### config.mk
export PLATFORM = sky130hd
export DESIGN_NAME = multi_turn_angle_counter_flat
export DESIGN_NICKNAME = d
export VERILOG_FILES = /design/src/design/mtac_pkg.sv /design/src/design/mtac_if.sv /design/src/design/multi_turn_angle_counter.sv /design/src/flat_wrapper.sv
export SDC_FILE = /design/constraint.sdc
export NUM_CORES = 1
export LEC_CHECK = 0
export BUFFER_PORTS_ARGS = -buffer_cell sky130_fd_sc_hd__buf_2
export CORE_MARGIN = 4
export CORE_UTILIZATION = 60
export DETAILED_ROUTE_END_ITERATION = 16
export HOLD_SLACK_MARGIN = 0.1
export PLACE_DENSITY = 0.86
export SLEW_MARGIN = 15
export SYNTH_ARGS = -nofsm -noshare
export SYNTH_HDL_FRONTEND = slang
export SYNTH_SLANG_ARGS = --single-unit
### constraint.sdc
create_clock -name clock -period 8.1 [get_ports clock]
set_clock_uncertainty 0.05 [all_clocks]
set_input_delay 1.62 -clock clock [delete_from_list [all_inputs] [get_ports clock]]
set_output_delay 1.62 -clock clock [all_outputs]
set_load 0.02 [all_outputs]
### src/design/mtac_pkg.sv
// mtac_pkg: shared types and constants for the multi-turn angle counter
// no dependencies; used by the channel interfaces, the top level and the checker

package mtac_pkg;

   localparam int unsigned ByteWidth     = 8;
   localparam int unsigned RawWidth      = 2 * ByteWidth;
   localparam int unsigned DegWidth      = 13;
   localparam int unsigned QuadWidth     = 3;

   // raw * 360 / 4096 == (raw * 45) >> 9
   localparam int unsigned DegMult       = 360 / 8;
   localparam int unsigned DegShift      = 12 - 3;
   localparam int unsigned ProdWidth     = RawWidth + 6;

   localparam int unsigned QuadBound1    = 90;
   localparam int unsigned QuadBound2    = 180;
   localparam int unsigned QuadBound3    = 270;
   localparam int unsigned FullTurn      = 360;
   localparam int unsigned DegMax        = 5759;

   localparam logic OP_SAMPLE = 1'b0;
   localparam logic OP_READ   = 1'b1;

   localparam logic [ByteWidth-1:0] CODE_HIGH  = 8'h01;
   localparam logic [ByteWidth-1:0] CODE_LOW   = 8'h02;
   localparam logic [ByteWidth-1:0] CODE_TURNS = 8'h03;

   localparam logic [QuadWidth-1:0] QUAD_NONE = 3'd0;
   localparam logic [QuadWidth-1:0] QUAD_1    = 3'd1;
   localparam logic [QuadWidth-1:0] QUAD_2    = 3'd2;
   localparam logic [QuadWidth-1:0] QUAD_3    = 3'd3;
   localparam logic [QuadWidth-1:0] QUAD_4    = 3'd4;

   typedef struct packed {
      logic                 opcode;
      logic [ByteWidth-1:0] angle_high;
      logic [ByteWidth-1:0] angle_low;
      logic [ByteWidth-1:0] request_code;
   } req_type;

   typedef struct packed {
      logic [ByteWidth-1:0] reply_byte;
      logic [DegWidth-1:0]  angle_degrees;
      logic [ByteWidth-1:0] turn_count;
      logic [QuadWidth-1:0] quadrant_now;
   } rsp_type;

endpackage

### src/design/mtac_if.sv
// mtac channel interfaces: valid/ready handshake with request and result payloads
// depends on mtac_pkg

interface mtac_req_if;
   logic                           valid;
   logic                           ready;
   logic                           opcode;
   logic [mtac_pkg::ByteWidth-1:0] angle_high;
   logic [mtac_pkg::ByteWidth-1:0] angle_low;
   logic [mtac_pkg::ByteWidth-1:0] request_code;

   modport source (output valid, opcode, angle_high, angle_low, request_code, input ready);
   modport sink   (input valid, opcode, angle_high, angle_low, request_code, output ready);
endinterface

interface mtac_rsp_if;
   logic                           valid;
   logic                           ready;
   logic [mtac_pkg::ByteWidth-1:0] reply_byte;
   logic [mtac_pkg::DegWidth-1:0]  angle_degrees;
   logic [mtac_pkg::ByteWidth-1:0] turn_count;
   logic [mtac_pkg::QuadWidth-1:0] quadrant_now;

   modport source (output valid, reply_byte, angle_degrees, turn_count, quadrant_now,
                   input ready);
   modport sink   (input valid, reply_byte, angle_degrees, turn_count, quadrant_now,
                   output ready);
endinterface

### src/design/multi_turn_angle_counter.sv
// multi_turn_angle_counter: angle samples to degrees, quadrant and turn count, plus reads
// depends on mtac_pkg and the channel interfaces in mtac_if.sv
//
// One result item per request item, in order. An item is taken in every cycle while the
// skid register is empty; the state update and the result are done in the cycle of
// acceptance. Results sit in an output register plus one skid register, which takes
// a result while the output one waits, so a waiting result does not stop the next item.

module multi_turn_angle_counter (
   input  logic       clock,
   input  logic       reset,
   mtac_req_if.sink   req_ch,
   mtac_rsp_if.source rsp_ch
);

   logic [mtac_pkg::ByteWidth-1:0] high_byte_ff, high_byte_in;
   logic [mtac_pkg::ByteWidth-1:0] low_byte_ff, low_byte_in;
   logic [mtac_pkg::ByteWidth-1:0] turns_ff, turns_in;
   logic [mtac_pkg::QuadWidth-1:0] quadrant_ff, quadrant_in;
   logic [mtac_pkg::QuadWidth-1:0] prev_quadrant_ff, prev_quadrant_in;
   logic [mtac_pkg::DegWidth-1:0]  last_degrees_ff, last_degrees_in;

   mtac_pkg::rsp_type out_ff, out_in, skid_ff, skid_in, result;
   logic              out_valid_ff, out_valid_in, skid_valid_ff, skid_valid_in;

   logic                             push, pop;
   logic [mtac_pkg::RawWidth-1:0]    raw;
   logic [mtac_pkg::ProdWidth-1:0]   prod;
   logic [mtac_pkg::DegWidth-1:0]    deg;
   logic [mtac_pkg::QuadWidth-1:0]   quad_new;
   logic [mtac_pkg::ByteWidth-1:0]   reply;

   assign req_ch.ready = !skid_valid_ff;
   assign push         = req_ch.valid && req_ch.ready;
   assign pop          = out_valid_ff && rsp_ch.ready;

   // degrees, truncated to whole degrees
   assign raw  = {req_ch.angle_high, req_ch.angle_low};
   assign prod = mtac_pkg::ProdWidth'(raw) * mtac_pkg::ProdWidth'(mtac_pkg::DegMult);
   assign deg  = prod[mtac_pkg::DegShift +: mtac_pkg::DegWidth];

   always_comb begin
      if (deg <= mtac_pkg::DegWidth'(mtac_pkg::QuadBound1)) begin
         quad_new = mtac_pkg::QUAD_1;
      end else if (deg <= mtac_pkg::DegWidth'(mtac_pkg::QuadBound2)) begin
         quad_new = mtac_pkg::QUAD_2;
      end else if (deg <= mtac_pkg::DegWidth'(mtac_pkg::QuadBound3)) begin
         quad_new = mtac_pkg::QUAD_3;
      end else if (deg < mtac_pkg::DegWidth'(mtac_pkg::FullTurn)) begin
         quad_new = mtac_pkg::QUAD_4;
      end else begin
         quad_new = quadrant_ff;
      end
   end

   always_comb begin
      case (req_ch.request_code)
         mtac_pkg::CODE_HIGH:  reply = high_byte_ff;
         mtac_pkg::CODE_LOW:   reply = low_byte_ff;
         mtac_pkg::CODE_TURNS: reply = turns_ff;
         default:              reply = req_ch.request_code;
      endcase
   end

   // state update
   always_comb begin
      high_byte_in     = high_byte_ff;
      low_byte_in      = low_byte_ff;
      turns_in         = turns_ff;
      quadrant_in      = quadrant_ff;
      prev_quadrant_in = prev_quadrant_ff;
      last_degrees_in  = last_degrees_ff;
      if (push && req_ch.opcode == mtac_pkg::OP_SAMPLE) begin
         high_byte_in    = req_ch.angle_high;
         low_byte_in     = req_ch.angle_low;
         last_degrees_in = deg;
         quadrant_in     = quad_new;
         if (quad_new != prev_quadrant_ff) begin
            if (quad_new == mtac_pkg::QUAD_1 && prev_quadrant_ff == mtac_pkg::QUAD_4) begin
               turns_in = turns_ff + 8'd1;
            end
            if (quad_new == mtac_pkg::QUAD_4 && prev_quadrant_ff == mtac_pkg::QUAD_1) begin
               turns_in = turns_ff - 8'd1;
            end
            prev_quadrant_in = quad_new;
         end
      end
   end

   always_comb begin
      result.reply_byte    = (req_ch.opcode == mtac_pkg::OP_READ) ? reply : '0;
      result.angle_degrees = last_degrees_in;
      result.turn_count    = turns_in;
      result.quadrant_now  = quadrant_in;
   end

   // output register and skid register
   always_comb begin
      out_in        = out_ff;
      skid_in       = skid_ff;
      out_valid_in  = out_valid_ff;
      skid_valid_in = skid_valid_ff;
      if (skid_valid_ff) begin
         if (pop) begin
            out_in        = skid_ff;
            skid_valid_in = 1'b0;
         end
      end else if (push) begin
         if (!out_valid_ff || pop) begin
            out_in       = result;
            out_valid_in = 1'b1;
         end else begin
            skid_in       = result;
            skid_valid_in = 1'b1;
         end
      end else if (pop) begin
         out_valid_in = 1'b0;
      end
   end

   always_ff @(posedge clock) begin
      if (reset) begin
         high_byte_ff     <= '0;
         low_byte_ff      <= '0;
         turns_ff         <= '0;
         quadrant_ff      <= mtac_pkg::QUAD_NONE;
         prev_quadrant_ff <= mtac_pkg::QUAD_NONE;
         last_degrees_ff  <= '0;
         out_valid_ff     <= 1'b0;
         skid_valid_ff    <= 1'b0;
      end else begin
         high_byte_ff     <= high_byte_in;
         low_byte_ff      <= low_byte_in;
         turns_ff         <= turns_in;
         quadrant_ff      <= quadrant_in;
         prev_quadrant_ff <= prev_quadrant_in;
         last_degrees_ff  <= last_degrees_in;
         out_valid_ff     <= out_valid_in;
         skid_valid_ff    <= skid_valid_in;
      end
   end

   always_ff @(posedge clock) begin
      out_ff  <= out_in;
      skid_ff <= skid_in;
   end

   assign rsp_ch.valid         = out_valid_ff;
   assign rsp_ch.reply_byte    = out_ff.reply_byte;
   assign rsp_ch.angle_degrees = out_ff.angle_degrees;
   assign rsp_ch.turn_count    = out_ff.turn_count;
   assign rsp_ch.quadrant_now  = out_ff.quadrant_now;

endmodule

### src/flat_wrapper.sv
// flat-port wrapper written by rule: the top's interface ports become plain ports
module multi_turn_angle_counter_flat 
  (clock, reset, req_ch_valid, req_ch_opcode, req_ch_angle_high, req_ch_angle_low, req_ch_request_code, req_ch_ready, rsp_ch_valid, rsp_ch_reply_byte, rsp_ch_angle_degrees, rsp_ch_turn_count, rsp_ch_quadrant_now, rsp_ch_ready);
  mtac_req_if req_ch_i ();
  mtac_rsp_if rsp_ch_i ();
  input  logic clock;
  input  logic reset;
  input wire logic [$bits(req_ch_i.valid)-1:0] req_ch_valid;
  input wire logic [$bits(req_ch_i.opcode)-1:0] req_ch_opcode;
  input wire logic [$bits(req_ch_i.angle_high)-1:0] req_ch_angle_high;
  input wire logic [$bits(req_ch_i.angle_low)-1:0] req_ch_angle_low;
  input wire logic [$bits(req_ch_i.request_code)-1:0] req_ch_request_code;
  output wire logic [$bits(req_ch_i.ready)-1:0] req_ch_ready;
  output wire logic [$bits(rsp_ch_i.valid)-1:0] rsp_ch_valid;
  output wire logic [$bits(rsp_ch_i.reply_byte)-1:0] rsp_ch_reply_byte;
  output wire logic [$bits(rsp_ch_i.angle_degrees)-1:0] rsp_ch_angle_degrees;
  output wire logic [$bits(rsp_ch_i.turn_count)-1:0] rsp_ch_turn_count;
  output wire logic [$bits(rsp_ch_i.quadrant_now)-1:0] rsp_ch_quadrant_now;
  input wire logic [$bits(rsp_ch_i.ready)-1:0] rsp_ch_ready;
  assign req_ch_i.valid = req_ch_valid;
  assign req_ch_i.opcode = req_ch_opcode;
  assign req_ch_i.angle_high = req_ch_angle_high;
  assign req_ch_i.angle_low = req_ch_angle_low;
  assign req_ch_i.request_code = req_ch_request_code;
  assign req_ch_ready = req_ch_i.ready;
  assign rsp_ch_valid = rsp_ch_i.valid;
  assign rsp_ch_reply_byte = rsp_ch_i.reply_byte;
  assign rsp_ch_angle_degrees = rsp_ch_i.angle_degrees;
  assign rsp_ch_turn_count = rsp_ch_i.turn_count;
  assign rsp_ch_quadrant_now = rsp_ch_i.quadrant_now;
  assign rsp_ch_i.ready = rsp_ch_ready;
  multi_turn_angle_counter u_core (.clock(clock), .reset(reset), .req_ch(req_ch_i), .rsp_ch(rsp_ch_i));
endmodule
==> reports/qor.txt <==
Setup-failing EPs final: 0
Synth Instances: 708
Pwr dens: 288.7 nW/µm²
First-pass GRT wire length: 26710 µm
Postcts setup bufs: 0
Via Count: 5567
Layout cells sized above 1: 17.20%
Synth Area in Adders: 13.85%
Mean Syn Cell Area: 9.801 µm²
Root Driver: clkbuf_16
Synth Net Count: 803
GP Congestion: 0.9291
Seq cells post-synth: 109
Final hold vios: 0
Crit-path cells: buf_2 > ha_1 > xor2_1 > ha_1 > inv_1 > fa_1 > inv_1 > ha_1 > and3_1 > a221oi_2 > o31ai_2 > a2111oi_4 > xnor2_1 > nor4_4 > o22ai_1 > and4bb_1 > and2_1 > nor2_2 > a2111oi_1 > a211oi_1
Tmin final: 7021 ps
Slowest stage cell, crit path: a2111oi_1
Worst reg2reg startpoint: u_core.skid_valid_ff
TritonRoute pass-1 iters: 5
Clock network fraction of design power: 20.6%
Dominant synthesized flop cell: edfxtp_1
Cell taking the most area after synthesis: edfxtp_1
Hold buffer count at CTS: 0
Unrepaired setup endpoints after global routing: no
Post-CTS resize count: 0
Area grow syn2layout: 10.01%
Max-Slew Margin vs Limit: 37.38%
Clock Path Buffers: 2
WL/cell: 18.46 µm
ANT nets after route: 0
Worst-Margin Slew: 939.4 ps
Cell mode on critical path: ha_1
CP peak stage delay: 570 ps
Combinational power share: 48.1%
Compound-Gate Fraction of Synth Area: 17.62%
Path depth of the worst reg2reg path: 6
Worst min path class: flop to flop
Final setup TNS: 0 ps
Max VDD drop: 0.2308 mV
Overall global routing resource usage: 25.28%
Sequential power share: 31.3%
Fill count: 892
Site row count: 39
Setup crit start kind: primary input
Synth Area in Simple Gates: 15.87%
Number of vias per cell: 6.192
Clock latency on the worst-skew pair: 350 ps
Top delay family on crit path: compound AO/OA/AOI/OAI gates
Initial drt markers: 476
Initial Utilization: 61.03%
Worst r2r dst: u_core.rsp_ch.angle_degrees[1]
Max-slew violation count: 0
Crit path buf inv count: 3
DP HPWL: 12460 µm
Max-Cap Viols: 0
P_int: 1.312 mW
Synth cell count leaders: nand2_1, edfxtp_1, ha_1, a21oi_1
Fmax: 142.4 MHz
Largest family of logic cells by synthesized area: compound AO/OA/AOI/OAI gates
Yosys warns: 0
Post-Syn Area: 6939 µm²
Aggregate routed wire length: 16600 µm
Port-buffer cells: 62
NumNets Final: 846
Top cells by area, synth: edfxtp_1, dfxtp_1, ha_1
Crit path depth: 20
Synth unique cells: 81
Worst setup path start: req_ch_angle_low[5]
Initial antenna violation count: 0
Vias in the first global route: 5373
Synth Area in XOR/XNOR: 2.651%
Die ar.: 13350 µm²
Leak Pwr: 3.287 nW
Ant. Diodes: 0
Sequential-to-total area share from yosys stat: 40.68%
Reg clk slew, reported paths: 70 ps
Post-synth EDFFs: 64
Final routed DRC violation total: 0
Status: finished, final reports clean
Critical path class: primary input to flop
H-tree levels: 3
Period utilization: 86.68%
Arr. time, crit path: 7050 ps
Top fanout value on the critical path: 9
Total Power: 2.204 mW
CP required: 8130 ps
GRT overflow: 0
Cell with the most instances after synthesis: nand2_1
Core box area: 11370 µm²
CP endpoint: u_core.rsp_ch.turn_count[7]
I/O pin count: 63
# clock sinks: 109
Die Height: 115.5 µm
Num CTS Buffers: 9
Worst setup EP type: flop
Die width: 115.5 µm
Sw power: 891.6 µW
Async S/R FF share, synth: 0%
Mux contribution to synthesized area: 4.616%
Area share of the largest cell type after synthesis: 27.70%
FF-to-FF setup slack: 4470 ps
Largest net degree at the start of global routing: 46
Switching Fraction: 40.46%
Clock tree from TritonCTS: done
how the worst min path moves through the flow:
| stage | startpoint | endpoint | slack (ps) | cells past startpoint |
|---|---|---|---|---|
| CTS | u_core.high_byte_ff[3] | u_core.high_byte_ff[3] | 410 | 2 |
| detailed placement | u_core.high_byte_ff[3] | u_core.high_byte_ff[3] | 400 | 2 |
| global placement | u_core.low_byte_ff[7] | u_core.low_byte_ff[7] | 400 | 2 |
| floorplan | u_core.high_byte_ff[2] | u_core.high_byte_ff[2] | 380 | 2 |
| global route | u_core.high_byte_ff[3] | u_core.high_byte_ff[3] | 430 | 2 |
| finish | u_core.high_byte_ff[3] | u_core.high_byte_ff[3] | 400 | 2 |
power by group through the flow:
stage / registers (mW) / logic (mW) / clock network [mW]
global placement: 0.698 / 1.01 / 0
finish: 0.689 / 1.06 / 0.455
global route: 0.694 / 1.17 / 0.487
detailed placement: 0.701 / 1.04 / 0
floorplan: 0.728 / 0.780 / 0
CTS: 0.689 / 1.05 / 0.459
state kept, by name, summed over array words and instances (netlist names):
signal / count
u_core.prev_quadrant_ff: 3
u_core.last_degrees_ff: 13
u_core.rsp_ch.turn_count: 8
u_core.turns_ff: 8
u_core.skid_valid_ff: 1
u_core.rsp_ch.angle_degrees: 13
u_core.rsp_ch.quadrant_now: 3
u_core.rsp_ch.valid: 1
u_core.skid_ff: 32
u_core.quadrant_ff: 3
u_core.high_byte_ff: 8
u_core.low_byte_ff: 8
u_core.rsp_ch.reply_byte: 8
cell type report:
type,count,area (µm²),share of cell area [%]
Timing Repair Buffer,67,347.8,4.557
Clock buffer,12,256.5,3.360
Tap cell,143,178.9,2.344
Clock inverter,4,52.55,0.6884
Multi-Input combinational cell,519,3806,49.86
Inverter,45,168.9,2.213
Sequential cell,109,2823,36.98
through the flow:
step | util [%] | instances | hold WS, ps | worst slack [ps] | instance area, µm²
finish | 67.14 | 899 | 404.2 | 1079 | 7634
global route | 67.14 | 899 | 425.2 | 738.2 | 7634
CTS | 67.10 | 899 | 408.8 | 1144 | 7629
detailed placement | 64.38 | 883 | 399.4 | 758.4 | 7320
global placement | 64.38 | 883 | 397.1 | 848.4 | 7320
floorplan | - | 708 | 383.2 | 1535 | 6939
per-layer routing:
| metal | GRT usage [%] | routed length, µm |
|---|---|---|
| met1 | 33.58 | 7141 |
| met2 | 42.98 | 8196 |
| met3 | 3.864 | 981 |
| met4 | 7.512 | 279 |
| met5 | 0 | 0 |
cells by family after synthesis:
kind of cell | count (synthesis)
xor gates and xnor gates | 21
adders and majority gates | 66
DFF | 109
AOI/OAI and AO/OA | 174
muxes | 29
buffers and inverters | 80
and+or+nand+nor | 229
worst min-delay path: cells and delay by family, from the launching register on:
| kind | cells | cell delay (ps) |
|---|---|---|
| AND/OR/NAND/NOR | 1 | 50 |
| flip-flops | 1 | 310 |
| AO/OA/AOI/OAI | 1 | 50 |
cell usage in the layout, fill, tap and decap left out, drive strengths merged, types with 5 or more instances in the layout:
master and n:
a2111oi 5, a211oi 6, a21o 14, a21oi 46, a22oi 6, and2 5
buf 67, clkbuf 12, dfxtp 45, edfxtp 64, fa 18, ha 48
inv 47, mux2 24, mux2i 5, nand2 103, nand3 14, nand4 5
nor2 37, nor2b 19, nor3 17, o211a 5, o21ai 38, o22ai 6
xnor2 11, xor2 10
No activity file was read; power rests on OpenSTA's default activity.
